--- config.mk ---
export PLATFORM = sky130hd
export DESIGN_NAME = hist_eq_ram
export DESIGN_NICKNAME = d
export VERILOG_FILES = /design/src/hdl/hist_eq_ram.sv
export SDC_FILE = /design/constraint.sdc
export NUM_CORES = 2
export LEC_CHECK = 0
export BUFFER_PORTS_ARGS = -buffer_cell sky130_fd_sc_hd__buf_4
export CELL_PAD_IN_SITES_DETAIL_PLACEMENT = 1
export CELL_PAD_IN_SITES_GLOBAL_PLACEMENT = 2
export CORE_ASPECT_RATIO = 1.25
export CORE_UTILIZATION = 46
export DETAILED_ROUTE_END_ITERATION = 10
export GPL_ROUTABILITY_DRIVEN = 1
export PLACE_DENSITY = 0.75
export SYNTH_ARGS = -nofsm -noshare
export SYNTH_HDL_FRONTEND = slang
export SYNTH_SLANG_ARGS = --single-unit
--- constraint.sdc ---
create_clock -name clock -period 3 [get_ports clock]
set_clock_uncertainty 0.2 [all_clocks]
set_input_delay 0.45 -clock clock [delete_from_list [all_inputs] [get_ports clock]]
set_output_delay 0.45 -clock clock [all_outputs]
set_load 0.1 [all_outputs]
--- src/hdl/hist_eq_ram.sv ---
// Generic single-port RAM with registered read.
// No dependencies.
module hist_eq_ram #(
   parameter int unsigned WIDTH = 8,
   parameter int unsigned DEPTH = 256
) (
   input  logic                     clock,
   input  logic                     wr_en,
   input  logic [$clog2(DEPTH)-1:0] addr,
   input  logic [WIDTH-1:0]         wr_data,
   output logic [WIDTH-1:0]         rd_data
);
   logic [WIDTH-1:0] mem_ff [DEPTH];
   always_ff @(posedge clock) begin
      if (wr_en) begin
         mem_ff[addr] <= wr_data;
      end
      rd_data <= mem_ff[addr];
   end
endmodule

==> results.sh <==
export IMPL_wl_per_cell_um=32.1
export IMPL_fin_util_pct=54.3
export IMPL_ys_top_cells_by_area="edfxtp_1 (78%), mux4_2 (15%), a22oi_1 (2.4%), nor2_1 (1.1%), a21oi_1 (0.82%)"
export IMPL_finalNetCount=4126
export IMPL_syn_inst=3547
export IMPL_multi_input_area_um2=15800
export IMPL_clockBufferDepth=3
export IMPL_yosysTopAreaCell="edfxtp_1"
export IMPL_worstHoldPathType="in -> reg"
export IMPL_maxCapViolCount=0
export IMPL_drt_wl_total_um=208000
export IMPL_required_ns=3.50
export IMPL_arrival_ns=3.37
export IMPL_r2r_setup_slack_ns=0.14
export IMPL_clock_sinks=2056
export IMPL_num_rows=169
export IMPL_outcome="finished, violations left"
export IMPL_p_leak_nw=29.1
export IMPL_numPortBuffers=25
export IMPL_yosysTopAreaCellShare_pct=78.3
export IMPL_max_freq_mhz=349
export IMPL_critPathLaunchType="primary input"
export IMPL_post_route_min_period_ns=2.86
export IMPL_die_y_um=464
export IMPL_report_final_slew_viol_count=0
export IMPL_grt_max_degree=116
export IMPL_cts_made_buffers=189
export IMPL_syn_area_um2=78500
export IMPL_yosysSeqAreaShare_pct=78.6
export IMPL_yosysUniqueCellTypes=22
export IMPL_fp_dieW_um=371
export IMPL_path_class="in -> reg"
export IMPL_place_area_um2=85900
export IMPL_final_area_um2=92100
export IMPL_drc=4
export IMPL_first_pass_iters=11
export IMPL_dieArea_um2=172000
export IMPL_ys_seq_elements=2056
export IMPL_cts_root_buf="clkbuf_16"
export IMPL_gp_congestion=0.822
export IMPL_syn_nets=3565
export IMPL_drive_gt1_share_pct=32.9
export IMPL_vias_per_cell=6.11
export IMPL_grt_pass1_vias=41782
export IMPL_max_slew_worst_pin_slew_ns=1.00
export IMPL_power_density_nw_per_um2=641
export IMPL_grt_overflow=0
export IMPL_p_total_mw=59.0
export IMPL_dp_hpwl_um=134000
export IMPL_ant_nets=0
export IMPL_nFillCells=14612
export IMPL_grt_pass1_wl_um=301000
export IMPL_synth_area_per_cell_um2=22.1
export IMPL_rsz0062_at_grt="no"
export IMPL_yosysWarnings=0
export IMPL_critPathMaxFanout=14
export IMPL_vdd_ir_drop_max_mv=0.696
export IMPL_critPathCaptureType="flop"
export IMPL_core_area_um2=170000
export IMPL_grt_use_total_pct=24.5
export IMPL_ctsHtreeMaxLevel=4
export IMPL_clk_pin_slew_worst_paths_ns=0.06
export IMPL_slew_headroom_pct=33.3
export IMPL_antenna_found_initial=5
export IMPL_insertion_delay_ns=0.85
export IMPL_ios=26
export IMPL_setup_viol=0
export IMPL_area_delta_synth_final_pct=17.3
export IMPL_ff_latch_area_um2=61700
export IMPL_drtIter0Drc=3861
export IMPL_violations="design-rule violations"
export IMPL_fin_crit_sh_pct=95.5
export IMPL_hold_viol=0
export IMPL_postCtsSetupRepairBufs=0
export IMPL_start_util_pct=46.3
export IMPL_fin_tns_setup_ns=0
export IMPL_cts_tree="built"
export IMPL_hold_ws_ns=0.0283
export IMPL_num_vias=39635
-- path summary, 6_finish.rpt --
| check | cells past startpoint | start | to |
|---|---|---|---|
| hold / removal | 1 | wr_data[2] | mem_ff[166][2] |
| hold reg to reg | 5 | mem_ff[38][0] | rd_data[0] |
| setup / recovery | 10 | addr[0] | rd_data[4] |
| setup reg to reg | 6 | mem_ff[255][3] | rd_data[3] |
-- per-stage QoR --
step	setup WS (ns)	instances
3_3_place_gp	-1.00	6134
6_report	0.135	6491
3_5_place_dp	-0.990	6134
4_1_cts	0.0286	6486
5_1_grt	0.0833	6487
2_1_floorplan	0.131	3547
-- flip-flops by register name, summed over array words and instances, names as in the netlist --
name,cells
rd_data,8
mem_ff,2048
-- cells in the mapped netlist --
master,n
nand2_1,28
clkbuf_1,145
inv_1,1
buf_6,16
buf_1,19
or3_1,1
dfxtp_1,8
nand2b_1,6
or2_2,2
and2_1,3
a21oi_1,128
edfxtp_1,2048
nand3_1,13
nand4_1,8
nor2b_1,7
buf_4,16
mux4_2,512
a22oi_1,256
buf_2,36
o41ai_1,32
nor2_1,232
nor3_1,30
-- final cells by class --
class,instances,area share [%]
Multi-Input combinational cell,1258,17.2
Clock buffer,223,5.34
Antenna cell,5,0.0136
Timing Repair Buffer,602,6.15
Sequential cell,2056,67.0
Inverter,1,0.00408
Tap cell,2223,3.02
Clock inverter,123,1.34
-- power by group --
group	switching (mW)	total (mW)	internal (mW)
Combinational	1.99	3.19	1.20
Sequential	0.0406	31.7	31.6
Clock	10.6	24.1	13.6
-- timing repair --
action | in CTS | in global routing
hold endpoints to repair | 189 | 0
gates resized for setup | 1 | 0
setup endpoints to repair | 1 | 0
hold buffers | 6 | 0
-- metal layers --
layer / vias to the layer above / global-route usage [%] / routed length [µm]
met3: 330 / 3.68 / 12900
met4: 0 / 8.22 / 6660
li1: 16209 / - / -
met5: - / 0 / 0
met1: 21528 / 32.3 / 81100
met2: 1568 / 41.7 / 108000
-- cell families after synthesis --
logic type,synth area share [%]
compound gates,3.62
buf+inv,1.40
flops,78.6
mux,14.7
simple gates,1.73
-- layout by cell type, fill, tap and decap left out, types with 8 or more instances in the layout --
cell,instances
edfxtp_1,2048
mux4_2,512
buf_4,501
a22oi_1,256
nor2_1,231
clkbuf_16,191
a21oi_1,128
buf_12,85
clkinv_2,41
clkinv_1,38
nor3_1,30
clkbuf_1,30
o41ai_1,27
nand2_1,27
bufinv_16,21
nand3_1,10
clkinvlp_4,9
nand4_1,8
dfxtp_1,8
-- critical path, stage by stage --
cell and delay (ns):
buf_8 0.18, buf_12 0.23, buf_12 0.17, buf_12 0.16, mux4_2 0.50, a22oi_1 0.31
a21oi_1 0.20, o41ai_1 0.81, buf_4 0.24, nand4_1 0.07
Note: power is estimated with default switching activity, not from simulation.
