==> config.mk <==
export PLATFORM = sky130hd
export DESIGN_NAME = hist_eq_div
export DESIGN_NICKNAME = d
export VERILOG_FILES = /design/src/hdl/hist_eq_pkg.sv /design/src/hdl/hist_eq_div.sv
export SDC_FILE = /design/constraint.sdc
export NUM_CORES = 1
export LEC_CHECK = 0
export BUFFER_PORTS_ARGS = -buffer_cell sky130_fd_sc_hd__buf_4
export CAP_MARGIN = 10
export CELL_PAD_IN_SITES_DETAIL_PLACEMENT = 1
export CELL_PAD_IN_SITES_GLOBAL_PLACEMENT = 2
export CORE_ASPECT_RATIO = 1.2
export CORE_MARGIN = 2
export CORE_UTILIZATION = 30
export CTS_CLUSTER_DIAMETER = 200
export CTS_CLUSTER_SIZE = 20
export DETAILED_ROUTE_END_ITERATION = 8
export PLACE_DENSITY_LB_ADDON = 0.1
export SKIP_CTS_REPAIR_TIMING = 1
export SYNTH_ARGS = -nofsm -noshare
export SYNTH_HDL_FRONTEND = slang
export SYNTH_SLANG_ARGS = --single-unit
==> constraint.sdc <==
create_clock -name clock -period 5.25 [get_ports clock]
set_input_delay 0.525 -clock clock [delete_from_list [all_inputs] [get_ports clock]]
set_output_delay 0.525 -clock clock [all_outputs]
set_load 0.05 [all_outputs]
==> src/hdl/hist_eq_pkg.sv <==
// Shared package for the histogram equalizer: widths, function codes,
// sequencer state type. No dependencies.
package hist_eq_pkg;
   localparam int unsigned PIXEL_LIMIT = 4194304;
   localparam int unsigned COUNT_W = 23;
   localparam int unsigned COUNT_MAX = 8388607;
   localparam logic [COUNT_W-1:0] COUNT_CAP =
      (PIXEL_LIMIT > COUNT_MAX) ? COUNT_W'(COUNT_MAX) : COUNT_W'(PIXEL_LIMIT);
   localparam int unsigned BINS = 256;
   localparam int unsigned ADDR_W = 8;
   localparam int unsigned NUM_W = 33;   // 510*cdf + N < 2^33
   localparam int unsigned DEN_W = 24;   // 2N

   localparam logic [1:0] FUNC_COUNT = 2'd0;
   localparam logic [1:0] FUNC_MAP   = 2'd1;
   localparam logic [1:0] FUNC_CLEAR = 2'd2;

   typedef enum logic [6:0] {
      ST_IDLE  = 7'b0000001,
      ST_CLEAR = 7'b0000010,
      ST_CNTRD = 7'b0000100,
      ST_CNTWR = 7'b0001000,
      ST_SUM   = 7'b0010000,
      ST_DIV   = 7'b0100000,
      ST_OUT   = 7'b1000000
   } state_type;
endpackage

==> src/hdl/hist_eq_div.sv <==
// Restoring divider, one quotient bit per cycle, 8-bit quotient.
// Depends on hist_eq_pkg.
module hist_eq_div (
   input  logic                          clock,
   input  logic                          reset,
   input  logic                          start,
   input  logic [hist_eq_pkg::NUM_W-1:0] numer,
   input  logic [hist_eq_pkg::DEN_W-1:0] denom,
   output logic                          done,
   output logic [7:0]                    quot
);
   import hist_eq_pkg::*;
   // quotient never exceeds 255 (cdf <= N), so 8 steps suffice
   logic [NUM_W-1:0] rem_ff, rem_in;
   logic [DEN_W-1:0] den_ff, den_in;
   logic [7:0]       q_ff, q_in;
   logic [3:0]       cnt_ff, cnt_in;
   logic             busy_ff, busy_in;
   logic [NUM_W+7:0] trial;

   always_comb begin
      rem_in  = rem_ff;
      den_in  = den_ff;
      q_in    = q_ff;
      cnt_in  = cnt_ff;
      busy_in = busy_ff;
      trial   = (NUM_W+8)'(den_ff) << (cnt_ff - 4'd1);
      if (start) begin
         rem_in  = numer;
         den_in  = denom;
         q_in    = '0;
         cnt_in  = 4'd8;
         busy_in = 1'b1;
      end else if (busy_ff) begin
         if ({8'd0, rem_ff} >= trial) begin
            rem_in = rem_ff - trial[NUM_W-1:0];
            q_in   = {q_ff[6:0], 1'b1};
         end else begin
            q_in   = {q_ff[6:0], 1'b0};
         end
         cnt_in = cnt_ff - 4'd1;
         if (cnt_ff == 4'd1) begin
            busy_in = 1'b0;
         end
      end
   end

   always_ff @(posedge clock) begin
      if (reset) begin
         busy_ff <= 1'b0;
         cnt_ff  <= '0;
      end else begin
         busy_ff <= busy_in;
         cnt_ff  <= cnt_in;
      end
      rem_ff <= rem_in;
      den_ff <= den_in;
      q_ff   <= q_in;
   end

   assign done = busy_ff && (cnt_ff == 4'd1);
   assign quot = q_in;
endmodule

==> flow_summary.ini <==
[route]
dr.first_iter.drc_count = 245
ant_nets = 0
wire_per_inst_microns = 18.73
drc = 0
vias_per_cell = 5.256
routed_wl_microns = 17180
dr.pass1.iters = 4
vias = 4820

[timing]
worstMarginPinSlew_ps = 836.8
setup_ws_ps = 152.2
fmax_mhz = 196.2
fin_hold_ws_ps = 353.5
drv_slew = 0
fin_skew_ps = 10.02
slew_headroom_pct = 44.21
finalSetupViolCount = 0
period_needed_ps = 5098
post-route-period-util_pct = 97.10
hold_violations = 0

[global_route]
gr-usage-all-layers_pct = 17.64
grt_overflow_total = 0
first_global_vias = 4874
grt_pass1_wl_microns = 26940
grt_max_degree = 88
antenna_found_initial = 0

[placement]
port_buffers = 68
gp_congestion = 0.8470
placed_area_sq_um = 6312
dp.final_hpwl_microns = 13500
pre_cts_ws_ps = -440.7
post-place-cells = 888

[cts]
clkSlewWorstSetupHoldPaths_ps = 60
clk_path_buf_depth = 2
htree_num_levels = 3
cts_made_buffers = 9
clockRootBuffer = clkbuf_16
cts_sinks = 70
cts_tree = yes
clk_latency_ps = 350

[floorplan]
core_area_sq_um = 18170
fp.dieH_microns = 153.0
die_w_microns = 128.2
start_util_pct = 30.55
dieArea_sq_um = 19610
io_pins = 69
rows = 54

[synth]
synthDistinctLibCells = 61
synth-edff-count = 57
synth-seq-area-share_pct = 35.52
synth_seq_cells = 70
synthesis.area_sq_um = 5552
synth_nets = 719
syn_area_per_cell_sq_um = 8.911
synth-async-reset-ratio_pct = 0
yosys_warnings = 0
syn_inst = 623
dominantRegCellSynth = edfxtp_1

[run]
maxCapViolCount = 0

[power]
power.density_nw_per_um2 = 544.3
power_mw = 3.733
ir_drop_mv = 0.1938
power_leakage_nw = 2.854

[critical_path]
crit_path_top_delay_cell = dfxtp_1
required_ps = 4720
path_cells = inv_1 -> ha_4 -> buf_12 -> buf_4 -> mux4_2 -> mux2i_2 -> nand2_1 -> o21ai_0 -> ha_2 -> nand3_1 -> nor4_4 -> nand4_1 -> nor4_2 -> a211oi_1 -> o21ai_2 -> a211oi_1 -> nor2_1 -> buf_6
start_kind = flop
cp_common_cell = a211oi_1
endpoint_kind = output port
cp_data_arrival_time_ps = 4570
crit_fanout = 19
path_class = flop to output port
max_stage_delay_ps = 410
ff2ff_path_depth = 17

[cells_and_area]
fill_cells = 2080
finish.instance_area_sq_um = 6859
nNetsFinal = 784
area_growth_pct = 23.55
post_layout_nonfiller_instances = 917
final_layout_size_suffix_gt1_share_pct = 22.80
most-common-layout-cells = nand2_1, buf_4, o21ai_0
multiInputGateArea_sq_um = 3512
register_area_sq_um = 1972
antenna_cells = 0
final_common_cell = nand2_1

[hold_path]
hold_class = primary input to flop
holdPathStages = 1

[outcome]
status = complete, no violations
-- power by group --
part           switching, mW  total (mW)  internal (mW)
combinational           1.25        2.18          0.930
sequential            0.0809       0.866          0.785
clock                  0.269       0.683          0.414
total                   1.60        3.73           2.13
-- layout make-up --
class | count | area share, %
multi-input cells | 505 | 51.20
repair buffers | 92 | 10.49
clock inverters | 4 | 0.5472
clock buffers | 12 | 4.378
inverters | 10 | 0.5472
flip-flops and latches | 70 | 28.75
well taps | 224 | 4.086
-- logic make-up after synthesis --
| group | synth area share (%) |
|---|---|
| xor gates and xnor gates | 5.657 |
| buffers and inverters | 3.426 |
| adders and majority gates | 8.249 |
| DFF | 35.52 |
| and+or+nand+nor | 16.45 |
| AOI/OAI and AO/OA | 21.48 |
| muxes | 9.218 |
-- state kept, by name (all words and copies together), names as in the netlist --
register	count
busy_ff	1
den_ff	24
cnt_ff	4
q_ff	8
rem_ff	33
-- metal layers --
metal / wire (microns) / global-route usage, % / part of all wire (%)
met5: 0 / 0 / 0
met4: 187 / 4.396 / 1.1
met3: 458 / 2.030 / 2.7
met2: 8450 / 29.56 / 49
met1: 8082 / 24.17 / 47
-- worst paths after layout --
kind	from	end	slack, ps
max	cnt_ff[1]	quot[0]	150
min	denom[9]	den_ff[9]	350
max reg2reg	cnt_ff[1]	rem_ff[32]	450
min reg2reg	cnt_ff[1]	cnt_ff[1]	540
-- critical path: cells and delay by family (launching register included) --
kind,cells,cell delay [ps]
adders and majority gates,2,660
muxes,2,630
AOI/OAI and AO/OA,4,570
DFF,1,410
buffers and inverters,4,670
and+or+nand+nor,6,1270
-- cells in the mapped netlist (3+ instances only) --
cell type,n,area [sq um]
dfxtp_1,13,260.3
a211oi_1,5,37.54
o21a_1,5,37.54
nor3_1,6,30.03
a31oi_1,5,31.28
nand3_1,17,85.08
buf_2,8,40.04
or3_1,3,18.77
clkbuf_1,28,105.1
nand3b_1,4,30.03
o21ai_1,4,20.02
mux4_2,10,225.2
a21o_1,25,187.7
nor2_1,35,131.4
edfxtp_1,57,1712
nand2_1,110,412.9
xnor2_1,13,113.9
o21bai_1,3,22.52
and2_1,3,18.77
o21ai_0,65,325.3
and3_1,6,37.54
o211ai_1,3,22.52
ha_1,35,437.9
a31o_2,4,35.03
nand4_1,4,25.02
nand2b_1,3,18.77
nor2b_1,8,50.05
mux2i_1,23,230.2
inv_1,10,37.54
a21oi_1,48,240.2
mux2_2,5,56.30
xor2_1,21,183.9
-- stage by stage --
stage	util (%)	TNS, ps
3_5_place_dp	34.73	-13190
6_report	37.74	0
5_1_grt	37.74	-66.07
2_1_floorplan	-	0
4_1_cts	36.59	-13430
3_3_place_gp	34.73	-9549
No activity file was read; power rests on OpenSTA's default activity.
